**src/sv/laplacian_variance_focus_unit_assert.svh**
```systemverilog
// Assertion macros for the focus measure RTL.
`ifndef LAPLACIAN_VARIANCE_FOCUS_UNIT_ASSERT_SVH
`define LAPLACIAN_VARIANCE_FOCUS_UNIT_ASSERT_SVH

// Condition must hold whenever the antecedent holds, in the same cycle.
`define LVF_ASSERT_IMP(label, pre, post, msg) \
  label: assert property (@(posedge clk) disable iff (rst) (pre) |-> (post)) else $error(msg);

// Condition must hold in the cycle after the antecedent.
`define LVF_ASSERT_NEXT(label, pre, post, msg) \
  label: assert property (@(posedge clk) disable iff (rst) (pre) |=> (post)) else $error(msg);

`endif

```
**src/sv/lvf_pkg.sv**
```systemverilog
// Types, widths and codes shared by the focus measure blocks.
`timescale 1ns / 1ps
package lvf_pkg;

  localparam int PIX_W   = 8;
  localparam int DIM_W   = 13;
  localparam int SUM_W   = 35;
  localparam int SQ_W    = 44;
  localparam int Q_W     = 28;
  localparam int CNT_W   = 24;
  localparam int LAP_W   = 11;
  localparam int N_W     = 26;
  localparam int ACC_W   = 70;
  localparam int NUM_W   = 80;
  localparam int CFG_IDX_W = 4;

  localparam int DEF_MAX_WIDTH  = 4096;
  localparam int DEF_MAX_HEIGHT = 4096;
  localparam int FIFO_DEPTH     = 4;

  localparam logic [DIM_W-1:0] RESET_WIDTH  = 13'd640;
  localparam logic [DIM_W-1:0] RESET_HEIGHT = 13'd480;

  // Register indexes on the configuration port.
  localparam logic [CFG_IDX_W-1:0] REG_FRAME_WIDTH  = 4'd0;
  localparam logic [CFG_IDX_W-1:0] REG_FRAME_HEIGHT = 4'd1;

  // Per-frame statistics handed from the pixel front end to the back end.
  typedef struct packed {
    logic [SUM_W-1:0] sum;
    logic [SQ_W-1:0]  sumsq;
    logic [DIM_W-1:0] wm2;
    logic [DIM_W-1:0] hm2;
    logic             no_interior;
  } lvf_frame_t;

  typedef struct packed {
    logic full;
    logic empty;
    logic room;
  } lvf_fifo_stat_t;

  typedef enum logic [2:0] {
    BK_IDLE,
    BK_MUL,
    BK_SUB,
    BK_DIV,
    BK_OUT
  } lvf_back_state_t;

endpackage

```
**src/sv/lvf_fifo.sv**
```systemverilog
// Short queue of per-frame totals between the front end and the back end.
`timescale 1ns / 1ps
module lvf_fifo (
  input  logic                    clk,
  input  logic                    rst,
  input  logic                    push,
  input  lvf_pkg::lvf_frame_t     wdata,
  input  logic                    pop,
  output lvf_pkg::lvf_frame_t     rdata,
  output lvf_pkg::lvf_fifo_stat_t stat
);
  import lvf_pkg::*;

  localparam int PW = $clog2(FIFO_DEPTH);

  lvf_frame_t    entries [FIFO_DEPTH];
  logic [PW-1:0] wr_ptr, rd_ptr;
  logic [PW:0]   count;

  always_ff @(posedge clk) begin
    if (rst) begin
      wr_ptr <= '0;
      rd_ptr <= '0;
      count  <= '0;
    end else begin
      if (push) wr_ptr <= wr_ptr + 1'b1;
      if (pop)  rd_ptr <= rd_ptr + 1'b1;
      count <= count + (PW+1)'(push) - (PW+1)'(pop);
    end
  end

  always_ff @(posedge clk) begin
    if (push) entries[wr_ptr] <= wdata;
  end

  assign rdata      = entries[rd_ptr];
  assign stat.full  = count == (PW+1)'(FIFO_DEPTH);
  assign stat.empty = count == '0;
  // Two frames may still be in the front pipeline plus the word now offered.
  assign stat.room  = count <= (PW+1)'(FIFO_DEPTH - 3);

endmodule

```
**config.mk**
```make
export PLATFORM = sky130hd
export DESIGN_NAME = lvf_fifo
export DESIGN_NICKNAME = d
export VERILOG_FILES = /design/src/sv/laplacian_variance_focus_unit_assert.svh /design/src/sv/lvf_pkg.sv /design/src/sv/lvf_fifo.sv
export SDC_FILE = /design/constraint.sdc
export NUM_CORES = 1
export LEC_CHECK = 0
export BUFFER_PORTS_ARGS = -buffer_cell sky130_fd_sc_hd__buf_4
export CAP_MARGIN = 20
export CELL_PAD_IN_SITES_DETAIL_PLACEMENT = 0
export CELL_PAD_IN_SITES_GLOBAL_PLACEMENT = 1
export CORE_MARGIN = 4
export CORE_UTILIZATION = 54
export CTS_CLUSTER_SIZE = 10
export DETAILED_ROUTE_END_ITERATION = 10
export PLACE_DENSITY = 0.81
export SYNTH_ARGS = -nofsm -noshare
export SYNTH_HDL_FRONTEND = slang
export SYNTH_SLANG_ARGS = --single-unit
```
**constraint.sdc**
```tcl
create_clock -name clk -period 7.8 [get_ports clk]
set_clock_uncertainty 0.05 [all_clocks]
set_input_delay 0.78 -clock clk [delete_from_list [all_inputs] [get_ports clk]]
set_output_delay 0.78 -clock clk [all_outputs]
set_load 0.01 [all_outputs]
```
-- Word-level counts from Yosys, hierarchy flattened
Memories as Yosys holds them, arrays and structs flattened. A register that Yosys moved wholly into a read port is not among the register bits.
Cells that the tools add are included.
- register bits after elaboration: 7
- bits in writable memories: 424
- input port bits: 110
- output and inout bits: 109
- word-level logic and storage cells: 15
- memories: 1
- $add $sub $neg: 4
- $lt $le $gt $ge: 1
- eq/ne operators: 1
- mux-type cells: 4
- reduce and logical (&&, ||, !) cells: 1
- memory list (name ; words ; width ; read ports ; clocked after Yosys merged registers in ; wr ports ; RTL line ; source):
    entries ; 4 ; 106 ; 1 ; 1 ; 1 ; lvf_fifo.sv:16 ; lvf_frame_t entries [FIFO_DEPTH];
- operators with widths (operator ; count):
    adder 2 x 1 -> 2 bit (second input constant) ; 2
    2-to-1 mux 2 bit ; 2
    adder 3 x 1 -> 3 bit ; 1
    equality test 3 bit (second input constant) ; 1
    <= comparator 3 x 1 -> 1 bit (second input constant) ; 1
    zero test 3 bit ; 1
    subtractor 3 x 1 -> 3 bit ; 1
    2-to-1 mux 1 bit ; 2

-- Depth between registers and ports, before layout
- word-level depth: 3
- mapped depth: 8
- mapped depth without buffers: 8

-- Least setup slack after synthesis
OpenSTA, ideal clock, no wires.
- kind: input to register
- from: input port push
- to: memory entries[0][0] in the netlist's numbering (enable)
- library setup time: 0.477 ns
- arrival time: 3.223 ns
- data required time: 7.273 ns
- path slack: 4.051 ns
- cell stages on the path: 1
- buffers on the path: 0
- cell sequence: and2_1
- cells in the longest elaborated chain, start to end: 2
- RTL lines (item ; RTL line ; source):
    start: declaration ; lvf_fifo.sv:6 ; input logic push,
    2-to-1 mux 1 bit ; lvf_fifo.sv:33 ; if (push) entries[wr_ptr] <= wdata;
    2-to-1 mux 1 bit (implied by the code) ; lvf_fifo.sv:33 ;
    end: declaration ; lvf_fifo.sv:16 ;
Every way passes these cells.

==> summary.txt <==
Outcome
  • Status: finished, final reports clean

Timing
  • Final hold violation count: 0
  • Min Tclk post-route: 3.75 ns
  • Slew Limit Fails: 0
  • Setup TNS: 0 ns
  • Max Freq: 0.266 GHz
  • Slew @ Worst Pin: around 1.1 ns
  • Worst slew margin: between 20% and 30%
  • Tcrit/Tclk final: 48.1%
  • Setup Viol. Count Final: 0
  • RSZ-0062 raised after global routing: false

Synthesis
  • Seq/Total Area, Yosys: 82.0%
  • Synthesized cell area: between 15000 and 20000 um^2
  • Top_reg_cell synth: edfxtp_1
  • EDFF count, synth: 424
  • Post-Syn Instances: ~600
  • Yosys cell types: 21
  • Async S/R FF share, synth: 0%
  • Ys Warns: 0
  • Post-Syn Nets: ~700
  • Flop and latch count out of synthesis: roughly 430
  • Leading area contributor after synthesis: edfxtp_1
  • Synth top area cells: edfxtp_1, mux4_2, dfxtp_1
  • Mean Syn Cell Area: roughly 26 um^2
  • Synth top area share: between 80% and 90%

Hold path
  • Hold Crit Class: input pin to flop
  • HP Start: wdata[27]

Setup path
  • Top Family by Delay on Critical Path: buffers and inverters
  • Largest stage delay, worst path: around 0.83 ns
  • Critical path's slowest cell: dfxtp_4
  • Kind of critical path: flop to output pin
  • Critical Path Source Type: flop
  • Most used cell, CP: buf_4
  • Critical path capture point type: output pin
  • Required time worst endpoint: roughly 7.0 ns
  • Max FO, Critical Path: 38
  • WP data arrival: 2.92 ns
  • Cells along the critical path: buf_4 -> mux4_2 -> buf_4
  • Crit path buf inv count: 2
  • Crit Reg-Reg Startpoint: wr_ptr[0]

Routing
  • Residual DRC: 0
  • DR vias: between 7000 and 8000
  • TritonRoute pass-1 iters: 5
  • Met3 WL: roughly 2.4 mm
  • Via density: 5.64
  • Max layer used: met5
  • DRT antenna net count: 0
  • Total wire length: about 29 mm
  • Initial drt markers: 560
  • DR WL met2: 15.0 mm
  • Drt wl/cell: between 20 and 25 um
  • Met1 WL: 11.5 mm

Pwr
  • Sequential share of power: 52.7%
  • P_int: about 0.0041 W
  • Clock power share: 36.8%
  • Sw Ratio: between 20% and 30%
  • Gate power share: 10.5%
  • Switching power total: between 0.001 and 0.0015 W
  • Peak supply drop: 0.235 mV
  • Pwr Density: between 200 and 300 nW/um^2
  • LEAKAGE: around 6.4 nW

Run
  • Max-cap violations: 0

CTS
  • H-tree depth: 2
  • Hold-fix buffers at CTS: 0
  • Cts bufs inserted: 49
  • Clock latency on the worst-skew pair: between 0.5 and 0.6 ns
  • Sink Count: 433
  • Cts repair resizes: 0
  • Clk buf depth: 3
  • Root buffer cell: clkbuf_16
  • Setup Fix Bufs, Post-CTS: 0
  • CTS tree: built
  • Clock transition at path regs: about 0.06 ns

Floorplan
  • Core ar.: between 20000 and 30000 um^2
  • Site Rows: 62
  • Num ports: between 200 and 250
  • Starting Density: 54.7%
  • Full die area: 32000 um^2
  • Die height: around 180 um
  • Die Wd: around 180 um

Placed design
  • Dpl cells: approximately 1200
  • I/O Buffers: roughly 220
  • Hpwl dp: between 15 and 20 mm
  • Placer Congestion: approximately 0.75

Final layout
  • Nets: roughly 970
  • Seq. cell area: around 13000 um^2
  • Final cell count without fillers: about 1300
  • Multi-input gate area: approximately 2700 um^2
  • Area grow syn2layout: 20.9%
  • Most common cell after layout, fill and taps aside: edfxtp_1
  • Fillcell total: around 1900
  • Layout cells sized above 1: between 40% and 50%
  • N_diodes: 0
  • Commonest cells after routing, fill and taps aside: edfxtp_1, buf_4, mux4_2

GRT
  • Vias in the first global route: between 7000 and 8000
  • Initial antenna violation count: 1
  • Largest net degree at the start of global routing: 74
  • GRT Total Usage: between 10% and 20%
  • First-pass GRT wire length: around 45 mm
  • Gr ovfl total: 0
[routing by layer]
layer | vias to the layer above | global-route usage [%]
li1 | 3073 | -
met1 | 3651 | 24.9
met2 | 277 | 31.3
met3 | 48 | 4.87
met4 | 2 | 4.45
met5 | - | 0
[final cells by class]
cell class / count / area share (%)
flip-flops and latches: 433 / 67.8
multi-input cells: 137 / 13.9
repair buffers: 225 / 8.86
clock buffers: 65 / 6.75
well taps: 384 / 2.52
inverters: 7 / 0.138
[synth_stat cells (2+ instances only)]
master	number
dfxtp_1	9
and2_1	4
edfxtp_1	424
ha_1	8
xnor2_1	3
buf_2	12
nor2_1	6
nor3_1	2
mux4_2	106
buf_8	5
inv_1	7
clkbuf_1	7
[per-stage QoR]
step	util, %	area (um^2)	hold WS, ns	worst slack, ns	total power, W
3_5_place_dp	61.7	17800	0.476	4.49	0.00332
6_report	66.2	19100	0.397	4.05	0.00517
5_1_grt	66.2	19100	0.383	3.74	0.00537
4_1_cts	66.2	19100	0.371	3.90	0.00523
3_3_place_gp	61.7	17800	0.449	4.52	0.00330
2_1_floorplan	-	15800	0.449	4.05	0.00306
[logic make-up (layout without fill, tap and decap cells)]
| family | after synthesis | in the layout | share of synthesized area [%] |
|---|---|---|---|
| compound gates | 3 | 3 | 0.159 |
| fa+ha+maj | 9 | 9 | 0.762 |
| buf+inv | 32 | 297 | 1.26 |
| flops | 433 | 433 | 82.0 |
| simple gates | 15 | 15 | 0.476 |
| mux | 107 | 107 | 15.2 |
| xor+xnor | 3 | 3 | 0.167 |
[path summary, 6_finish.rpt]
check	slack, ns	depth (start not counted)	end
min reg2reg	0.48	2	flop
max reg2reg	5.29	3	entries[3][37]
min	0.40	1	entries[1][27]
max	4.05	3	rdata[102]
[worst reg2reg max path: stages (launching register included)]
cell,delay (ns)
dfxtp_1,0.39
ha_1,0.17
and2_4,0.56
buf_4,0.92
[power groups by stage]
stage / clock network (W) / registers [W] / logic, W
after floorplan: 0 / 0.00275 / 0.000304
after global placement: 0 / 0.00276 / 0.000540
after detailed placement: 0 / 0.00277 / 0.000552
after CTS: 0.00195 / 0.00273 / 0.000556
after global routing: 0.00205 / 0.00273 / 0.000586
final: 0.00191 / 0.00272 / 0.000543
[state kept, by name (all words and copies together) (netlist names), named ones only]
signal,flops
count,3
entries,424
rd_ptr,2
wr_ptr,2
Note: power is estimated with default switching activity, not from simulation.
