File: config.mk
export PLATFORM = sky130hd
export DESIGN_NAME = lvf_back_flat
export DESIGN_NICKNAME = d
export VERILOG_FILES = /design/src/sv/laplacian_variance_focus_unit_assert.svh /design/src/sv/lvf_pkg.sv /design/src/sv/lvf_if.sv /design/src/sv/lvf_back.sv /design/src/flat_wrapper.sv
export SDC_FILE = /design/constraint.sdc
export NUM_CORES = 2
export LEC_CHECK = 0
export BUFFER_PORTS_ARGS = -buffer_cell sky130_fd_sc_hd__buf_2
export CORE_UTILIZATION = 55
export DETAILED_ROUTE_END_ITERATION = 8
export GPL_TIMING_DRIVEN = 0
export HOLD_SLACK_MARGIN = 0.06
export PLACE_DENSITY = 0.72
export SLEW_MARGIN = 20
export SYNTH_ARGS = -nofsm -noshare
export SYNTH_HDL_FRONTEND = slang
export SYNTH_SLANG_ARGS = --single-unit
File: constraint.sdc
create_clock -name clk -period 19 [get_ports clk]
set_clock_uncertainty 0.2 [all_clocks]
set_input_delay 0.95 -clock clk [delete_from_list [all_inputs] [get_ports clk]]
set_output_delay 0.95 -clock clk [all_outputs]
set_load 0.02 [all_outputs]
File: src/sv/laplacian_variance_focus_unit_assert.svh
// Assertion macros for the focus measure RTL.
`ifndef LAPLACIAN_VARIANCE_FOCUS_UNIT_ASSERT_SVH
`define LAPLACIAN_VARIANCE_FOCUS_UNIT_ASSERT_SVH

// Condition must hold whenever the antecedent holds, in the same cycle.
`define LVF_ASSERT_IMP(label, pre, post, msg) \
  label: assert property (@(posedge clk) disable iff (rst) (pre) |-> (post)) else $error(msg);

// Condition must hold in the cycle after the antecedent.
`define LVF_ASSERT_NEXT(label, pre, post, msg) \
  label: assert property (@(posedge clk) disable iff (rst) (pre) |=> (post)) else $error(msg);

`endif

File: src/sv/lvf_pkg.sv
// Types, widths and codes shared by the focus measure blocks.
`timescale 1ns / 1ps
package lvf_pkg;

  localparam int PIX_W   = 8;
  localparam int DIM_W   = 13;
  localparam int SUM_W   = 35;
  localparam int SQ_W    = 44;
  localparam int Q_W     = 28;
  localparam int CNT_W   = 24;
  localparam int LAP_W   = 11;
  localparam int N_W     = 26;
  localparam int ACC_W   = 70;
  localparam int NUM_W   = 80;
  localparam int CFG_IDX_W = 4;

  localparam int DEF_MAX_WIDTH  = 4096;
  localparam int DEF_MAX_HEIGHT = 4096;
  localparam int FIFO_DEPTH     = 4;

  localparam logic [DIM_W-1:0] RESET_WIDTH  = 13'd640;
  localparam logic [DIM_W-1:0] RESET_HEIGHT = 13'd480;

  // Register indexes on the configuration port.
  localparam logic [CFG_IDX_W-1:0] REG_FRAME_WIDTH  = 4'd0;
  localparam logic [CFG_IDX_W-1:0] REG_FRAME_HEIGHT = 4'd1;

  // Per-frame statistics handed from the pixel front end to the back end.
  typedef struct packed {
    logic [SUM_W-1:0] sum;
    logic [SQ_W-1:0]  sumsq;
    logic [DIM_W-1:0] wm2;
    logic [DIM_W-1:0] hm2;
    logic             no_interior;
  } lvf_frame_t;

  typedef struct packed {
    logic full;
    logic empty;
    logic room;
  } lvf_fifo_stat_t;

  typedef enum logic [2:0] {
    BK_IDLE,
    BK_MUL,
    BK_SUB,
    BK_DIV,
    BK_OUT
  } lvf_back_state_t;

endpackage

File: src/sv/lvf_if.sv


interface lvf_res_if;
  import lvf_pkg::*;
  logic                    valid;
  logic                    ready;
  logic [Q_W-1:0]          variance_q8;
  logic signed [SUM_W-1:0] laplacian_sum;
  logic [SQ_W-1:0]         laplacian_sum_squares;
  logic [CNT_W-1:0]        interior_count;
  modport source(output valid, variance_q8, laplacian_sum, laplacian_sum_squares,
                 interior_count, input ready);
  modport sink(input valid, variance_q8, laplacian_sum, laplacian_sum_squares,
               interior_count, output ready);
endinterface

File: src/sv/lvf_back.sv
// Back end: shared multiplier, exact variance numerator, serial divider, result register.
`timescale 1ns / 1ps
module lvf_back (
  input  logic                clk,
  input  logic                rst,
  input  lvf_pkg::lvf_fifo_stat_t fifo_stat,
  input  lvf_pkg::lvf_frame_t head,
  output logic                pop,
  lvf_res_if.source           results
);
  import lvf_pkg::*;

  localparam logic [Q_W-1:0] QMAX = '1;

  lvf_back_state_t state, state_next;
  lvf_frame_t      cur;
  logic [2:0]      step;
  logic [4:0]      div_cnt;
  logic [N_W-1:0]  op_a, op_b, n;
  logic [2*N_W-1:0] prod, d;
  logic [ACC_W-1:0] acc_a, acc_b;
  logic [SUM_W-1:0] mag;
  logic [NUM_W-1:0] num, rem, dsh;
  logic             lt, sat, load;
  logic [Q_W-1:0]   q;
  logic             out_valid;

  assign mag = cur.sum[SUM_W-1] ? -cur.sum : cur.sum;

  // Multiplier operands for each sequencer step.
  always_comb begin
    unique case (step)
      3'd0: begin op_a = N_W'(cur.wm2);    op_b = N_W'(cur.hm2);          end
      3'd1: begin op_a = N_W'(mag[34:17]); op_b = N_W'(mag[34:17]);       end
      3'd2: begin op_a = N_W'(mag[34:17]); op_b = N_W'(mag[16:0]);        end
      3'd3: begin op_a = N_W'(mag[16:0]);  op_b = N_W'(mag[16:0]);        end
      3'd4: begin op_a = n;                op_b = N_W'(cur.sumsq[21:0]);  end
      3'd5: begin op_a = n;                op_b = N_W'(cur.sumsq[43:22]); end
      3'd6: begin op_a = n;                op_b = n;                      end
      default: begin op_a = '0; op_b = '0; end
    endcase
  end

  assign num = NUM_W'({acc_a - acc_b, 8'b0});
  assign lt  = acc_a < acc_b;
  assign sat = num >= (NUM_W'(d) << Q_W);

  // Next state.
  always_comb begin
    state_next = state;
    unique case (state)
      BK_IDLE: if (!fifo_stat.empty) state_next = head.no_interior ? BK_OUT : BK_MUL;
      BK_MUL:  if (step == 3'd7) state_next = BK_SUB;
      BK_SUB:  state_next = (lt || sat) ? BK_OUT : BK_DIV;
      BK_DIV:  if (div_cnt == '0) state_next = BK_OUT;
      BK_OUT:  if (!out_valid || results.ready) state_next = BK_IDLE;
      default: state_next = BK_IDLE;
    endcase
  end

  // State outputs.
  always_comb begin
    pop  = (state == BK_IDLE) && !fifo_stat.empty;
    load = (state == BK_OUT) && (!out_valid || results.ready);
  end

  always_ff @(posedge clk) begin
    if (rst) state <= BK_IDLE;
    else     state <= state_next;
  end

  // Datapath: product steps, numerator, restoring division.
  always_ff @(posedge clk) begin
    if (pop) begin
      cur  <= head;
      step <= '0;
      q    <= '0;
    end
    if (state == BK_MUL) begin
      prod <= op_a * op_b;
      step <= step + 1'b1;
      unique case (step)
        3'd1: n     <= prod[N_W-1:0];
        3'd2: acc_b <= ACC_W'(prod) << 34;
        3'd3: acc_b <= acc_b + (ACC_W'(prod) << 18);
        3'd4: acc_b <= acc_b + ACC_W'(prod);
        3'd5: acc_a <= ACC_W'(prod);
        3'd6: acc_a <= acc_a + (ACC_W'(prod) << 22);
        3'd7: d     <= prod;
        default: ;
      endcase
    end
    if (state == BK_SUB) begin
      rem     <= num;
      dsh     <= NUM_W'(d) << (Q_W - 1);
      div_cnt <= 5'(Q_W - 1);
      priority if (lt) q <= '0;
      else if (sat)    q <= QMAX;
    end
    if (state == BK_DIV) begin
      div_cnt <= div_cnt - 1'b1;
      dsh     <= dsh >> 1;
      if (rem >= dsh) begin
        rem <= rem - dsh;
        q   <= {q[Q_W-2:0], 1'b1};
      end else begin
        q   <= {q[Q_W-2:0], 1'b0};
      end
    end
  end

  // Result register decouples the divider from the output handshake.
  always_ff @(posedge clk) begin
    if (rst) begin
      out_valid <= 1'b0;
    end else if (load) begin
      out_valid <= 1'b1;
    end else if (results.ready) begin
      out_valid <= 1'b0;
    end
    if (load) begin
      results.variance_q8           <= cur.no_interior ? '0 : q;
      results.laplacian_sum         <= cur.no_interior ? '0 : cur.sum;
      results.laplacian_sum_squares <= cur.no_interior ? '0 : cur.sumsq;
      results.interior_count        <= cur.no_interior ? '0 : n[CNT_W-1:0];
    end
  end

  assign results.valid = out_valid;

endmodule

File: src/flat_wrapper.sv
// flat-port wrapper written by rule: the top's interface ports become plain ports
module lvf_back_flat import lvf_pkg::*;
  (clk, rst, fifo_stat, head, pop, results_valid, results_variance_q8, results_laplacian_sum, results_laplacian_sum_squares, results_interior_count, results_ready);
  lvf_res_if results_i ();
  input  logic clk;
  input  logic rst;
  input  lvf_pkg::lvf_fifo_stat_t fifo_stat;
  input  lvf_pkg::lvf_frame_t head;
  output logic pop;
  output wire logic [$bits(results_i.valid)-1:0] results_valid;
  output wire logic [$bits(results_i.variance_q8)-1:0] results_variance_q8;
  output wire logic [$bits(results_i.laplacian_sum)-1:0] results_laplacian_sum;
  output wire logic [$bits(results_i.laplacian_sum_squares)-1:0] results_laplacian_sum_squares;
  output wire logic [$bits(results_i.interior_count)-1:0] results_interior_count;
  input wire logic [$bits(results_i.ready)-1:0] results_ready;
  assign results_valid = results_i.valid;
  assign results_variance_q8 = results_i.variance_q8;
  assign results_laplacian_sum = results_i.laplacian_sum;
  assign results_laplacian_sum_squares = results_i.laplacian_sum_squares;
  assign results_interior_count = results_i.interior_count;
  assign results_i.ready = results_ready;
  lvf_back u_core (.clk(clk), .rst(rst), .fifo_stat(fifo_stat), .head(head), .pop(pop), .results(results_i));
endmodule
==> Yosys cells after proc, flatten, opt, wreduce, memory -nomap -nowiden <==
Cells that the tools add are included.
{ "op_classes": {"add_sub_neg": 8, "n_mul": 1, "n_lt_le_gt_ge": 3, "n_eq_ne": 15, "muxes": 29, "reduce_logical": 22} }
{ "ops": {"columns": ["operator", "count"], "rows": [
  ["two-way mux 80 bit", 3],
  ["one-hot mux 70 bit (3 select lines)", 1],
  ["one-hot mux 26 bit (6 select lines)", 1],
  ["adder 70 bit", 2],
  ["two-way mux 28 bit", 5],
  ["one-hot mux 70 bit (2 select lines)", 1],
  ["one-hot mux 26 bit (4 select lines)", 1],
  ["greater-or-equal comparator 78 x 80 -> 1 bit", 1],
  ["greater-or-equal comparator 80 x 79 -> 1 bit", 1],
  ["subtractor 80 x 79 -> 80 bit", 1],
  ["two-way mux 79 bit", 1],
  ["two-way mux 78 bit", 1],
  ["adder 70 x 52 -> 70 bit", 1],
  ["less-than comparator 70 bit", 1],
  ["subtractor 70 bit", 1],
  ["multiplier 26 x 26 -> 52 bit", 1],
  ["two-way mux 35 bit", 1],
  ["negator 35 bit", 1],
  ["two-way mux 3 bit", 8],
  ["== test 3 bit, second input constant", 5],
  ["one-hot mux 3 bit (5 select lines)", 1],
  ["== test 3 x 2 -> 1 bit, second input constant", 4],
  ["two-way mux 5 bit", 2],
  ["AND reduction 2 bit", 4],
  ["other kinds (16)", 29]
]} }
{ "totals": {"reg_bits": 706, "inputBits": 112, "out_inout_bits": 133, "word_cells": 100} }

==> Longest topological paths before layout <==
{ "logic_depth": {"ltp_word": 7, "mapped_depth": 39, "mapped_depth_nobuf": 39} }

==> Worst setup path before layout <==
No wires, ideal clock.
{ "synth_path": {"kind": "flip-flop to flip-flop", "start": "register u_core.cur[73] (netlist name)", "end": "register u_core.prod[49] (data pin)", "setup_time_ns": 0.138, "arrival_ns": 9.494, "required_time_ns": 18.662, "slack_ns": 9.169, "path_stages_with_launch": 37, "n_path_buf": 1, "synth_period_minus_slack_ns": 9.831, "path_cell_list": "edfxtp_1 -> nor3_2 -> nand3_1 -> or4_1 -> or2_2 -> or3_4 -> o41ai_4 -> nand2_1 -> xor2_1 -> nand2_1 -> o211ai_1 -> clkbuf_1 -> nand2_1 -> fa_1 -> inv_1 -> fa_1 -> inv_1 -> fa_1 -> inv_1 -> fa_1 -> inv_1 -> fa_1 -> inv_1 -> fa_1 -> inv_1 -> fa_1 -> inv_1 -> ha_1 -> nor2b_1 -> o41a_1 -> a211oi_1 -> a21oi_1 -> a41oi_1 -> o21a_1 -> o31ai_1 -> or4_1 -> nand4_1"} }
{ "synth_between": {"elab_chain_len": 4, "elab_cells_between_ends": 5, "cone_classes": "add/sub (1); mul (1); mux (3)"} }
{ "synth_rtl": {"columns": ["element", "line", "source"], "rows": [
  ["start, declared", "lvf_back.sv:16", "lvf_frame_t cur;"],
  ["start signal, assigned", "lvf_back.sv:75", "cur <= head;"],
  ["negator 35 bit", "lvf_back.sv:28", "assign mag = cur.sum[SUM_W-1] ? -cur.sum : cur.sum;"],
  ["two-way mux 35 bit (*)", "lvf_back.sv:28", null],
  ["one-hot mux 26 bit (6 select lines) / one-hot mux 26 bit (4 select lines) (equally long branches)", "lvf_back.sv:32", "unique case (step)"],
  ["multiplier 26 x 26 -> 52 bit (*)", "lvf_back.sv:80", "prod <= op_a * op_b;"],
  ["end signal, assigned", "lvf_back.sv:80", null],
  ["end, declared", "lvf_back.sv:20", "logic [2*N_W-1:0] prod, d;"]
]} }
Every way passes the cells marked *; elsewhere a longest branch is shown, timed or not.
A chain may end at the register's enable or synchronous reset.

==> Final worst setup path <==
{ "layout_path": {"start": "register u_core.step[1]", "end": "register u_core.prod[50] (data pin)"} }
{ "layout_between": {"elab_chain_len": 4, "elab_cells_between_ends": 13, "cone_classes": "mul (1); eq/ne (6); mux (2); reduce/logical (4)"} }
{ "layout_rtl": {"columns": ["element", "line", "source"], "rows": [
  ["start, declared", "lvf_back.sv:17", "logic [2:0] step;"],
  ["start signal, assigned", "lvf_back.sv:81", "step <= step + 1'b1;"],
  ["== test 3 bit (tied with other cells)", "lvf_back.sv:32", null],
  ["OR reduction 3 bit (no line) / OR reduction 2 bit (equally long branches)", null, null],
  ["one-hot mux 26 bit (4 select lines) / one-hot mux 26 bit (6 select lines) (equally long branches)", "lvf_back.sv:32", null],
  ["multiplier 26 x 26 -> 52 bit (*)", "lvf_back.sv:80", null]
]} }
Marked as above.

==> impl_metrics.yaml <==
status:
  status: "finished, final reports clean"
worst_setup_path:
  end_kind: "flip-flop"
  crit_arrival_ns: 13.48
  start_kind: "flip-flop"
  crit_type: "reg2reg"
  required_ns: 19.22
  critPathSlowestCell: "clkbuf_1"
  crit_top_cell: "fa_1"
  worstPathMaxFanout: 10
  critPathMaxStageDelay_ns: 0.79
cts:
  clk_pin_slew_ns: 0.07
  clk_root_buffer_cell: "clkbuf_16"
  clockBufferDepth: 3
  cts_tree: "done"
  post_cts_resized: 0
  post-cts-setup-buffers: 0
  holdBufCountCts: 0
  htree_levels: 3
  cts.sinks: 706
  cts_inserted_buffers: 82
  clkLatencyLatePin_ns: 0.74
timing:
  hold_violations: 0
  fin_crit_sh_pct: 69.77
  setup_violations: 0
  tns_ns: 0
  worst_slew_pin_slew_ns: 1.319
  rsz0062_at_grt: "no"
  drv_slew: 0
  slew_headroom_pct: 11.10
  period_minus_slack_ns: 13.26
  fmax_ghz: 0.07544
floorplanning:
  core-area_mm2: 0.1206
  die_w_um: 351.9
  start_util_pct: 55.82
  dieArea_mm2: 0.1238
  fp-row-count: 127
  die_h_um: 351.9
  io_pins: 245
layout:
  regArea_mm2: 0.02008
  multi_input_area_mm2: 0.04241
  final_common_cell: "inv_1"
  drive_gt1_share_pct: 6.610
  fillers: 10320
  mostFrequentLayoutCells: "974 x inv_1, 887 x nand2_1, 594 x edfxtp_1, 579 x fa_1, 563 x nor2_1"
  final_nets: 8887
  stdcell_area_mm2: 0.07399
  stdcell_count: 9339
  area_growth_pct: 9.892
logic_synthesis:
  synth_edf_count: 594
  synth_area_mm2: 0.06733
  seq_area_frac_synth_pct: 29.82
  async_reset_ff_share_pct: 0
  synth.avg_cell_area_um2: 9.218
  synth_seq_cells: 706
  yosys_most_used_dff: "edfxtp_1"
  synthesis.nets: 8543
  synth_cell_types: 100
  synth_warnings: 0
  synthCells: 7304
power_and_ir_drop:
  finalPower_mw: 15.52
  vdd_drop_max_mv: 0.7976
  p_leak_nw: 32.68
  power-per-cell-area_mw_per_mm2: 209.7
global_routing:
  antenna_found_initial: 22
  met3_usage_pct: 10.69
  grt_pass1_vias: 55090
  grt.overflow.total: 0
  gr-usage-met2_pct: 54.37
  grt.total_usage_pct: 37.72
  grt_pass1_wl_um: 343800
  grt_busiest_layer: "met2"
  grt_max_degree: 68
  grt_use_met1_pct: 52.15
placed_design:
  dp_hpwl_um: 188300
  dpl_cell_area_mm2: 0.07099
  routabilityCongestion: 1.075
  place_inst: 9175
  port_buffers: 242
route:
  route.antenna.remaining_nets: 0
  num_vias: 57610
  wl_per_cell_um: 25.21
  viasPerCell: 6.168
  dr.pass1.iters: 7
  wl_um: 235500
  drtIter0Drc: 7099
  drc: 0
worst_hold_path:
  min-delay-path-class: "in2reg"
job:
  max_cap_viol_count: 0
-- worst paths after layout --
kind | slack, ns | start | cells past startpoint | end
max | 5.74 | u_core.step[1]$_SDFFCE_PN0P_ | 33 | u_core.prod[50]$_DFFE_PP_
min | 0.18 | head[31] | 1 | u_core.cur[31]$_DFFE_PP_
max reg2reg | 5.74 | u_core.step[1]$_SDFFCE_PN0P_ | 33 | u_core.prod[50]$_DFFE_PP_
min reg2reg | 0.26 | u_core.rem[3]$_DFF_P_ | 2 | u_core.rem[3]$_DFF_P_
-- sequential cells by signal (all words and copies together), names as in the netlist --
register / cells
u_core.cur: 106
u_core.rem: 80
u_core.dsh: 79
u_core.acc_a: 70
u_core.acc_b: 70
u_core.d: 52
u_core.prod: 52
u_core.results.laplacian_sum_squares: 44
u_core.results.laplacian_sum: 35
u_core.q: 28
u_core.results.variance_q8: 28
u_core.n: 26
u_core.results.interior_count: 24
u_core.div_cnt: 5
u_core.state: 3
u_core.step: 3
u_core.results.valid: 1
-- critical path, delay by kind of cell (launching register included) --
| family | cells | cell delay, ns |
|---|---|---|
| compound gates | 8 | 2.99 |
| xor+xnor | 1 | 0.11 |
| fa+ha+maj | 9 | 4.19 |
| buf+inv | 9 | 2.96 |
| flops | 1 | 0.55 |
| simple gates | 6 | 1.88 |
-- cells by family (layout without fill, tap and decap cells) --
family	Yosys count	in the layout	synth area share (%)
multiplexers	41	41	0.6356
AND/OR/NAND/NOR	2157	2157	14.54
other	0	11	0
AO/OA/AOI/OAI	1614	1614	15.50
adder cells (fa/ha/maj)	1127	1127	27.40
buffers and inverters	1292	1704	7.311
flip-flops	706	706	29.82
XOR/XNOR	367	367	4.785
-- synth_stat cells (11+ instances only) --
| cell type | n | area (um^2) |
|---|---|---|
| a211o_1 | 11 | 96.34 |
| a211oi_1 | 44 | 330.3 |
| a21boi_0 | 14 | 105.1 |
| a21o_1 | 208 | 1562 |
| a21oi_1 | 477 | 2387 |
| a221oi_1 | 13 | 113.9 |
| a222oi_1 | 25 | 250.2 |
| a22oi_1 | 37 | 277.8 |
| a31oi_1 | 58 | 362.9 |
| a41oi_1 | 16 | 140.1 |
| and2_1 | 80 | 500.5 |
| and3_1 | 47 | 294.0 |
| buf_1 | 15 | 56.30 |
| buf_2 | 21 | 105.1 |
| clkbuf_1 | 265 | 994.7 |
| dfxtp_1 | 112 | 2242 |
| edfxtp_1 | 594 | 17840 |
| fa_1 | 579 | 11590 |
| ha_1 | 548 | 6857 |
| inv_1 | 977 | 3667 |
| mux2_2 | 14 | 157.7 |
| mux2i_1 | 27 | 270.3 |
| nand2_1 | 887 | 3329 |
| nand2b_1 | 58 | 362.9 |
| nand3_1 | 84 | 420.4 |
| nand4_1 | 77 | 481.7 |
| nor2_1 | 564 | 2117 |
| nor2b_1 | 180 | 1126 |
| nor3_1 | 69 | 345.3 |
| nor4_1 | 20 | 125.1 |
| o211ai_1 | 28 | 210.2 |
| o21a_1 | 59 | 442.9 |
| o21ai_0 | 349 | 1747 |
| o21bai_1 | 60 | 450.4 |
| o221ai_1 | 17 | 148.9 |
| o22ai_1 | 16 | 100.1 |
| o31ai_1 | 39 | 292.8 |
| or2_2 | 18 | 112.6 |
| or3_1 | 20 | 125.1 |
| or4_1 | 11 | 82.58 |
| xnor2_1 | 204 | 1787 |
| xor2_1 | 162 | 1419 |
-- metal layers --
layer  share of wire, %  vias to the layer above
met1                 40                    28070
met4                5.4                       14
met3                 13                      625
met5              0.046                        -
met2                 42                     3379
li1                   -                    25520
-- final cells by class --
| cell class | count | area share (%) |
|---|---|---|
| multi-input combinational | 5306 | 57.33 |
| antenna | 11 | 0.03720 |
| sequential | 706 | 27.14 |
| timing repair buffer | 260 | 2.102 |
| clock buffer | 103 | 2.948 |
| buffer | 312 | 1.684 |
| inverter | 980 | 4.985 |
| clock inverter | 49 | 1.050 |
| tap | 1612 | 2.726 |
-- metrics by stage --
step           hold slack [ns]  setup WS [ns]  utilization, %
2_1_floorplan           0.2361          9.169               -
3_3_place_gp            0.2516          6.433           58.50
3_5_place_dp            0.2578          6.457           58.86
4_1_cts                 0.1530          6.301           61.32
5_1_grt                 0.1618          5.531           61.34
6_report                0.1836          5.744           61.34
-- where the power goes --
group	switching, mW	internal [mW]	total (mW)
registers	0.352	2.30	2.66
clock network	0.732	1.02	1.75
logic	6.68	4.42	11.1
No activity file was read; power rests on OpenSTA's default activity.
